[src/rtl/core/tccw_pkg.sv]
`timescale 1ns / 1ps
`default_nettype none

package tccw_pkg;

  localparam int SCREEN_ROWS = 25;
  localparam int SCREEN_COLS = 80;
  localparam int TAB_STOP    = 8;
  localparam int CELL_COUNT  = SCREEN_ROWS * SCREEN_COLS;
  localparam int COPY_COUNT  = SCREEN_COLS * (SCREEN_ROWS - 1);

  localparam int COL_W  = 7;
  localparam int ROW_W  = 5;
  localparam int ADDR_W = 11;
  localparam int CNT_W  = $clog2(TAB_STOP + 1);

  localparam logic [15:0] BLANK_CELL = 16'h0700;

  localparam logic [2:0] OP_PUT     = 3'd0;
  localparam logic [2:0] OP_GOTO    = 3'd1;
  localparam logic [2:0] OP_CLEAR   = 3'd2;
  localparam logic [2:0] OP_CLR_EOL = 3'd3;
  localparam logic [2:0] OP_CLR_EOS = 3'd4;
  localparam logic [2:0] OP_READ    = 3'd5;

  localparam logic [7:0] CH_BS    = 8'h08;
  localparam logic [7:0] CH_TAB   = 8'h09;
  localparam logic [7:0] CH_LF    = 8'h0A;
  localparam logic [7:0] CH_CR    = 8'h0D;
  localparam logic [7:0] CH_SPACE = 8'h20;

  typedef logic [3:0] cmd_t;

  localparam cmd_t CMD_NOP     = 4'd0;
  localparam cmd_t CMD_GLYPH   = 4'd1;
  localparam cmd_t CMD_TAB     = 4'd2;
  localparam cmd_t CMD_CR      = 4'd3;
  localparam cmd_t CMD_LF      = 4'd4;
  localparam cmd_t CMD_BS      = 4'd5;
  localparam cmd_t CMD_GOTO    = 4'd6;
  localparam cmd_t CMD_CLEAR   = 4'd7;
  localparam cmd_t CMD_CLR_EOL = 4'd8;
  localparam cmd_t CMD_CLR_EOS = 4'd9;
  localparam cmd_t CMD_READ    = 4'd10;

  typedef struct packed {
    cmd_t              cmd;
    logic [7:0]        ch;
    logic [COL_W-1:0]  col;
    logic [ROW_W-1:0]  row;
    logic              in_range;
    logic [ADDR_W-1:0] addr;
  } item_t;

  typedef struct packed {
    logic [3:0] fg;
    logic [3:0] bg;
    logic       raw;
    logic       cursor_en;
  } cfg_t;

  typedef struct packed {
    logic pop;
    logic clearing;
  } back_stat_t;

endpackage

`default_nettype wire

[src/rtl/core/tccw_front.sv]
`timescale 1ns / 1ps
`default_nettype none

module tccw_front
  import tccw_pkg::*;
(
  input  wire logic             clk,
  input  wire logic             rst,
  input  wire logic             start,
  input  wire logic [2:0]       opcode,
  input  wire logic [7:0]       char_code,
  input  wire logic [COL_W-1:0] target_col,
  input  wire logic [ROW_W-1:0] target_row,
  input  wire cfg_t             cfg,
  input  wire back_stat_t       stat,
  output logic                  busy,
  output logic                  q_valid,
  output item_t                 q_head
);

  item_t      item;
  item_t      q [2];
  logic       rd_ptr;
  logic       wr_ptr;
  logic [1:0] count;
  logic       push;

  always_comb begin
    item          = '0;
    item.ch       = char_code;
    item.col      = target_col;
    item.row      = target_row;
    item.in_range = (target_col < COL_W'(SCREEN_COLS)) && (target_row < ROW_W'(SCREEN_ROWS));
    item.addr     = ADDR_W'(target_row * SCREEN_COLS) + ADDR_W'(target_col);
    unique case (opcode)
      OP_PUT: begin
        if (cfg.raw) begin
          item.cmd = CMD_GLYPH;
        end else begin
          case (char_code)
            CH_TAB:  item.cmd = CMD_TAB;
            CH_CR:   item.cmd = CMD_CR;
            CH_LF:   item.cmd = CMD_LF;
            CH_BS:   item.cmd = CMD_BS;
            default: item.cmd = CMD_GLYPH;
          endcase
        end
      end
      OP_GOTO:    item.cmd = CMD_GOTO;
      OP_CLEAR:   item.cmd = CMD_CLEAR;
      OP_CLR_EOL: item.cmd = CMD_CLR_EOL;
      OP_CLR_EOS: item.cmd = CMD_CLR_EOS;
      OP_READ:    item.cmd = CMD_READ;
      default:    item.cmd = CMD_NOP;
    endcase
  end

  // Items are held off while the screen is being blanked after reset.
  assign busy    = (count == 2'd2) || stat.clearing;
  assign push    = start && !busy;
  assign q_valid = (count != 2'd0);
  assign q_head  = q[rd_ptr];

  always_ff @(posedge clk) begin
    if (rst) begin
      rd_ptr <= 1'b0;
      wr_ptr <= 1'b0;
      count  <= 2'd0;
    end else begin
      if (push) begin
        wr_ptr <= !wr_ptr;
      end
      if (stat.pop) begin
        rd_ptr <= !rd_ptr;
      end
      count <= count + 2'(push) - 2'(stat.pop);
    end
  end

  always_ff @(posedge clk) begin
    if (push) begin
      q[wr_ptr] <= item;
    end
  end

endmodule

`default_nettype wire

[config.mk]
export PLATFORM = sky130hd
export DESIGN_NAME = tccw_front
export DESIGN_NICKNAME = d
export VERILOG_FILES = /design/src/rtl/core/tccw_pkg.sv /design/src/rtl/core/tccw_front.sv
export SDC_FILE = /design/constraint.sdc
export NUM_CORES = 1
export LEC_CHECK = 0
export ABC_AREA = 0
export ABC_CLOCK_PERIOD_IN_PS = 2820
export BUFFER_PORTS_ARGS = -buffer_cell sky130_fd_sc_hd__buf_2
export CAP_MARGIN = 20
export CORE_UTILIZATION = 42
export DETAILED_ROUTE_END_ITERATION = 8
export PLACE_DENSITY_LB_ADDON = 0.1
export SLEW_MARGIN = 40
export SYNTH_ARGS = -nofsm -noshare
export SYNTH_HDL_FRONTEND = slang
export SYNTH_SLANG_ARGS = --single-unit
[constraint.sdc]
create_clock -name clk -period 2.82 [get_ports clk]
set_input_delay 0.141 -clock clk [delete_from_list [all_inputs] [get_ports clk]]
set_output_delay 0.141 -clock clk [all_outputs]
set_load 0.01 [all_outputs]
* Word-level counts from Yosys, hierarchy flattened
Memory sizes are Yosys's and may differ from the RTL's. A register that Yosys moved wholly into a read port is not among the register bits.
Index checks and enable logic that the tools add are counted.
** Storage, ports and cells
- Register bits after elaboration :: 4
- Bits in writable memories :: 72
- Input port bits :: 38
- Output and inout bits :: 38
- Word-level logic and storage cells :: 35
- Memories kept :: 1
** Operators by class
- Add/subtract/negate cells :: 3
- $mul :: 1
- Order comparisons :: 2
- Equality and inequality tests :: 10
- Muxes and demuxes :: 7
- Reductions and logical operators :: 8
** Memories
- q :: depth 2, width 36, read ports 1, clocked after memory_dff 1, wr ports 1, RTL line tccw_front.sv:22 : item_t q [2];
** Operators with widths (number)
- equality test 8 x 4 -> 1 bit (second input constant) :: 4
- case mux 4 bit (6 select lines) :: 1
- case mux 3 bit (4 select lines) :: 1
- adder 11 x 7 -> 11 bit :: 1
- < comparator 7 bit (second input constant) :: 1
- multiplier 5 x 3 -> 7 bit (second input constant) :: 1
- equality test 3 x 2 -> 1 bit (second input constant) :: 2
- equality test 3 bit (second input constant) :: 2
- < comparator 5 bit (second input constant) :: 1
- 2-to-1 mux 1 bit :: 4
- equality test 3 x 1 -> 1 bit (second input constant) :: 1
- zero test 1 bit :: 3
- zero test 3 bit :: 1
- 2-to-1 mux 3 bit :: 1
- adder 2 x 1 -> 2 bit :: 1
- equality test 2 bit (second input constant) :: 1
- logical AND 1 bit :: 2
- nonzero test 2 bit :: 1
- subtractor 2 x 1 -> 2 bit :: 1
- logical OR 1 bit :: 1

* Depth between registers and ports, before layout
- Word-level depth :: 6
- Gate-level depth with buffers :: 8
- Mapped depth without buffers :: 8

* Worst setup path after synthesis
Ideal clock, no wire load.
- Path kind :: reg2reg
- Start :: register count[1]
- End :: memory q[0][10] (netlist name), enable pin
- Library setup time :: 0.421 ns
- Arrival time :: 1.932 ns
- Data required time :: 2.399 ns
- Setup slack :: 0.467 ns
- Stages on the path, launching flop included :: 4
- Path buffers :: 0
- Clock period less this slack :: 2.353 ns
- Path through :: dfxtp_1 inv_1 o211ai_1 nor2_1
** On the way
- Longest elaborated chain between the ends :: 6
** Ends and longest elaborated chain
- start: declaration :: RTL line tccw_front.sv:25 : logic [1:0] count;
- start signal: assignment :: RTL line tccw_front.sv:76 : count <= count + 2'(push) - 2'(stat.pop);
- equality test 2 bit :: RTL line tccw_front.sv:59 : assign busy = (count == 2'd2) || stat.clearing;
- logical OR 1 bit :: RTL line tccw_front.sv:59
- zero test 1 bit :: RTL line tccw_front.sv:60 : assign push = start && !busy;
- logical AND 1 bit :: RTL line tccw_front.sv:60
- 2-to-1 mux 1 bit :: RTL line tccw_front.sv:81 : if (push) begin
- 2-to-1 mux 1 bit (implied by the code) :: RTL line tccw_front.sv:82 : q[wr_ptr] <= item;
- end: declaration :: RTL line tccw_front.sv:22
Every way passes these cells.

==> impl_metrics.csv <==
group,metric,value,unit
pwr,combPwrFrac,0.164,
timing,slew_viol_final,0,
yosys,synth.net_count,230,
worst_setup_path,slowest_delay,0.73,ns
yosys,syn-cell-area,2960,sq um
worst_setup_path,path_delay_family,"flip-flops",
place,dpl.hpwl,3310,um
grt,grtUsageTotal,0.144,
pwr,powerDensity,644,nW/um^2
status,outcome,"finished clean",
grt,antenna_found_initial,0,
cells_and_area,area_growth,25.3,%
pwr,peakVddDrop,0.000375,V
grt,grt_pass1_wl,7850,um
cts,cts.path.max_buffers,2,
grt,grt_max_degree,22,
yosys,synth.area.top_cells,"edfxtp_1 65%, mux2_2 11%, ha_1 4.7%",
floorplan,pin_count,76,
worst_setup_path,timing.critical_path.to,"q_head[11]",
drt,drt-total-wl,4900,um
timing,tightest_slew,0.644,ns
cells_and_area,final_area,3700,sq um
cells_and_area,final_nets,310,
cts,cts-buffers-inserted,9,
timing,fin_skew,0.00685,ns
worst_setup_path,crit_fanout,20,
worst_setup_path,slowest_stage,"dfxtp_1",
floorplan,rows,30,
pwr,p_sw_frac,0.246,
worst_setup_path,crit_arrival,1.83,ns
floorplan,start_util,0.435,
grt,first_global_vias,1664,
timing,max_slew_margin,0.570,
cells_and_area,mostFrequentLayoutCell,"buf_2",
worst_setup_path,cp-end-kind,"primary output",
cts,clock_latency,0.33,ns
cts,clk_pin_slew,0.08,ns
drt,drt_first_pass_iters,4,
drt,drt_iter0_drc,54,
worst_setup_path,r2r-end,"count[1]$_SDFF_PP0_",
pwr,power.switching,0.586,mW
grt,gr-total-overflow,0,
run,drv_cap,0,
worst_setup_path,worstPathCellList,"buf_12 > mux2_2 > buf_2",
min_path,min_delay_path_depth,1,
cts,cts_num_sinks,69,
timing,clock.fmax,0.508,GHz
drt,wl_per_cell,13.6,um
worst_setup_path,crit_buf_inv,2,
worst_setup_path,r2r_setup_slack,0.91,ns
timing,rsz0062_at_grt,"no",
place,port_buffers,66,
floorplan,die_area,7380,sq um
drt,vias,1674,
floorplan,die_w,85.9,um
drt,drc,0,
pwr,clkPwrFrac,0.320,
yosys,yosysTopAreaCellShare,0.650,
cells_and_area,n_antenna_cell,0,
cells_and_area,final_cell_mix,"66 x buf_2, 64 x edfxtp_1, 30 x mux2_2, 11 x ha_1, 10 x xnor2_1",
pwr,pwr-share-seq,0.516,
worst_setup_path,r2r_start,"count[1]$_SDFF_PP0_",
yosys,synth_top_area_cell,"edfxtp_1",
worst_setup_path,crit_required,2.68,ns
worst_setup_path,rr_worst_depth,8,
drt,ant_nets,0,
yosys,synthArstFlopShare,0,
min_path,hp-class,"input port to register",
yosys,ys_types,31,
floorplan,die_h,85.9,um
worst_setup_path,path_class,"register to primary output",
yosys,synth_edf_count,64,
timing,fin_crit_sh,0.698,
timing,setup_violations,0,
drt,routed_via_density,4.65,
cells_and_area,drive_gt1_frac,0.439,
yosys,ys_ff_latch,69,
timing,fin_crit,1.97,ns
floorplan,core,6790,sq um
yosys,seq_area_frac_synth,0.684,
cts,tritoncts,"done",
cts,cts-root-buf,"clkbuf_8",
worst_setup_path,worst_setup_path_start_kind,"register",
timing,hold_violations,0,
pwr,power.total,2.38,mW
yosys,synth_area_per_cell,16.5,sq um
worst_setup_path,cp.depth,3,
yosys,synthFlopType,"edfxtp_1",
pwr,p_leak,1.41,nW
pwr,internal-power,1.80,mW
yosys,synth_warnings,0,
timing,setup_tns,0,ns
cts,h-tree-depth,3,
yosys,syn_inst,179,
place,gp_congestion,0.690,
place,place_area,3430,sq um
## per-stage QoR
step / util / instances / setup WS [ns] / hold slack, ns
floorplan: - / 179 / 0.467 / 0.213
global placement: 0.505 / 336 / 0.639 / 0.328
detailed placement: 0.505 / 336 / 0.611 / 0.333
CTS: 0.545 / 360 / 0.800 / 0.00245
global route: 0.545 / 360 / 0.737 / 0.00100
finish: 0.545 / 360 / 0.853 / 0.0217
## registers in the layout, summed over array words and instances, names as in the netlist, named ones only
signal  cells
q          64
rd_ptr      1
wr_ptr      1
count       2
## cell usage after synthesis (3+ instances only)
cell,n
nand2_1,3
nor2b_1,3
edfxtp_1,64
ha_1,11
dfxtp_1,5
xnor2_1,10
inv_1,9
nor2_1,9
buf_2,3
buf_4,4
mux2_2,30
o21ai_0,3
a21oi_1,3
## layout make-up
| class | count | area (sq um) |
|---|---|---|
| timing repair buffer | 77 | 470 |
| tap | 96 | 120 |
| sequential | 69 | 2020 |
| clock inverter | 7 | 66.3 |
| inverter | 9 | 33.8 |
| clock buffer | 9 | 124 |
| fill | 583 | 3090 |
| multi-input combinational | 93 | 866 |
## worst min path at each step
| stage | to | from | slack [ns] |
|---|---|---|---|
| finish | q[0][31]$_DFFE_PP_ | char_code[7] | 0.02 |
| global route | q[0][31]$_DFFE_PP_ | char_code[7] | 0.001 |
| CTS | q[0][31]$_DFFE_PP_ | char_code[7] | 0.002 |
| detailed placement | q[0][19]$_DFFE_PP_ | target_col[2] | 0.33 |
| global placement | q[0][19]$_DFFE_PP_ | target_col[2] | 0.33 |
| floorplan | count[0]$_SDFF_PP0_ | rst | 0.21 |
## logic make-up after synthesis
kind of cell,after synthesis,share of synthesized area
AOI/OAI and AO/OA,15,0.0347
xor gates and xnor gates,12,0.0356
adders and majority gates,13,0.0601
buffers and inverters,17,0.0279
DFF,69,0.684
muxes,33,0.125
and+or+nand+nor,20,0.0322
## per-layer routing
layer	track usage	wire length [um]	vias to the layer above	share of wire
li1	-	-	826	-
met1	0.172	2210	803	0.45
met2	0.240	2390	39	0.49
met3	0.0472	243	6	0.050
met4	0.0591	57	0	0.012
met5	0	0	-	0
## timing repair
action	4_1_cts	5_1_grt
setup endpoints to repair	0	0
hold buffers	8	0
endpoints found under the hold margin	16	0
resized for setup	0	0
setup buffers	0	0
## power by group through the flow
| stage | Sequential, mW | Combinational (mW) | Clock (mW) |
|---|---|---|---|
| after global routing | 1.24 | 0.430 | 0.833 |
| after CTS | 1.23 | 0.399 | 0.785 |
| final | 1.23 | 0.390 | 0.764 |
| after global placement | 1.25 | 0.386 | 0 |
| after detailed placement | 1.25 | 0.388 | 0 |
| after floorplan | 1.24 | 0.250 | 0 |
Power figures use the tool's default switching activity.
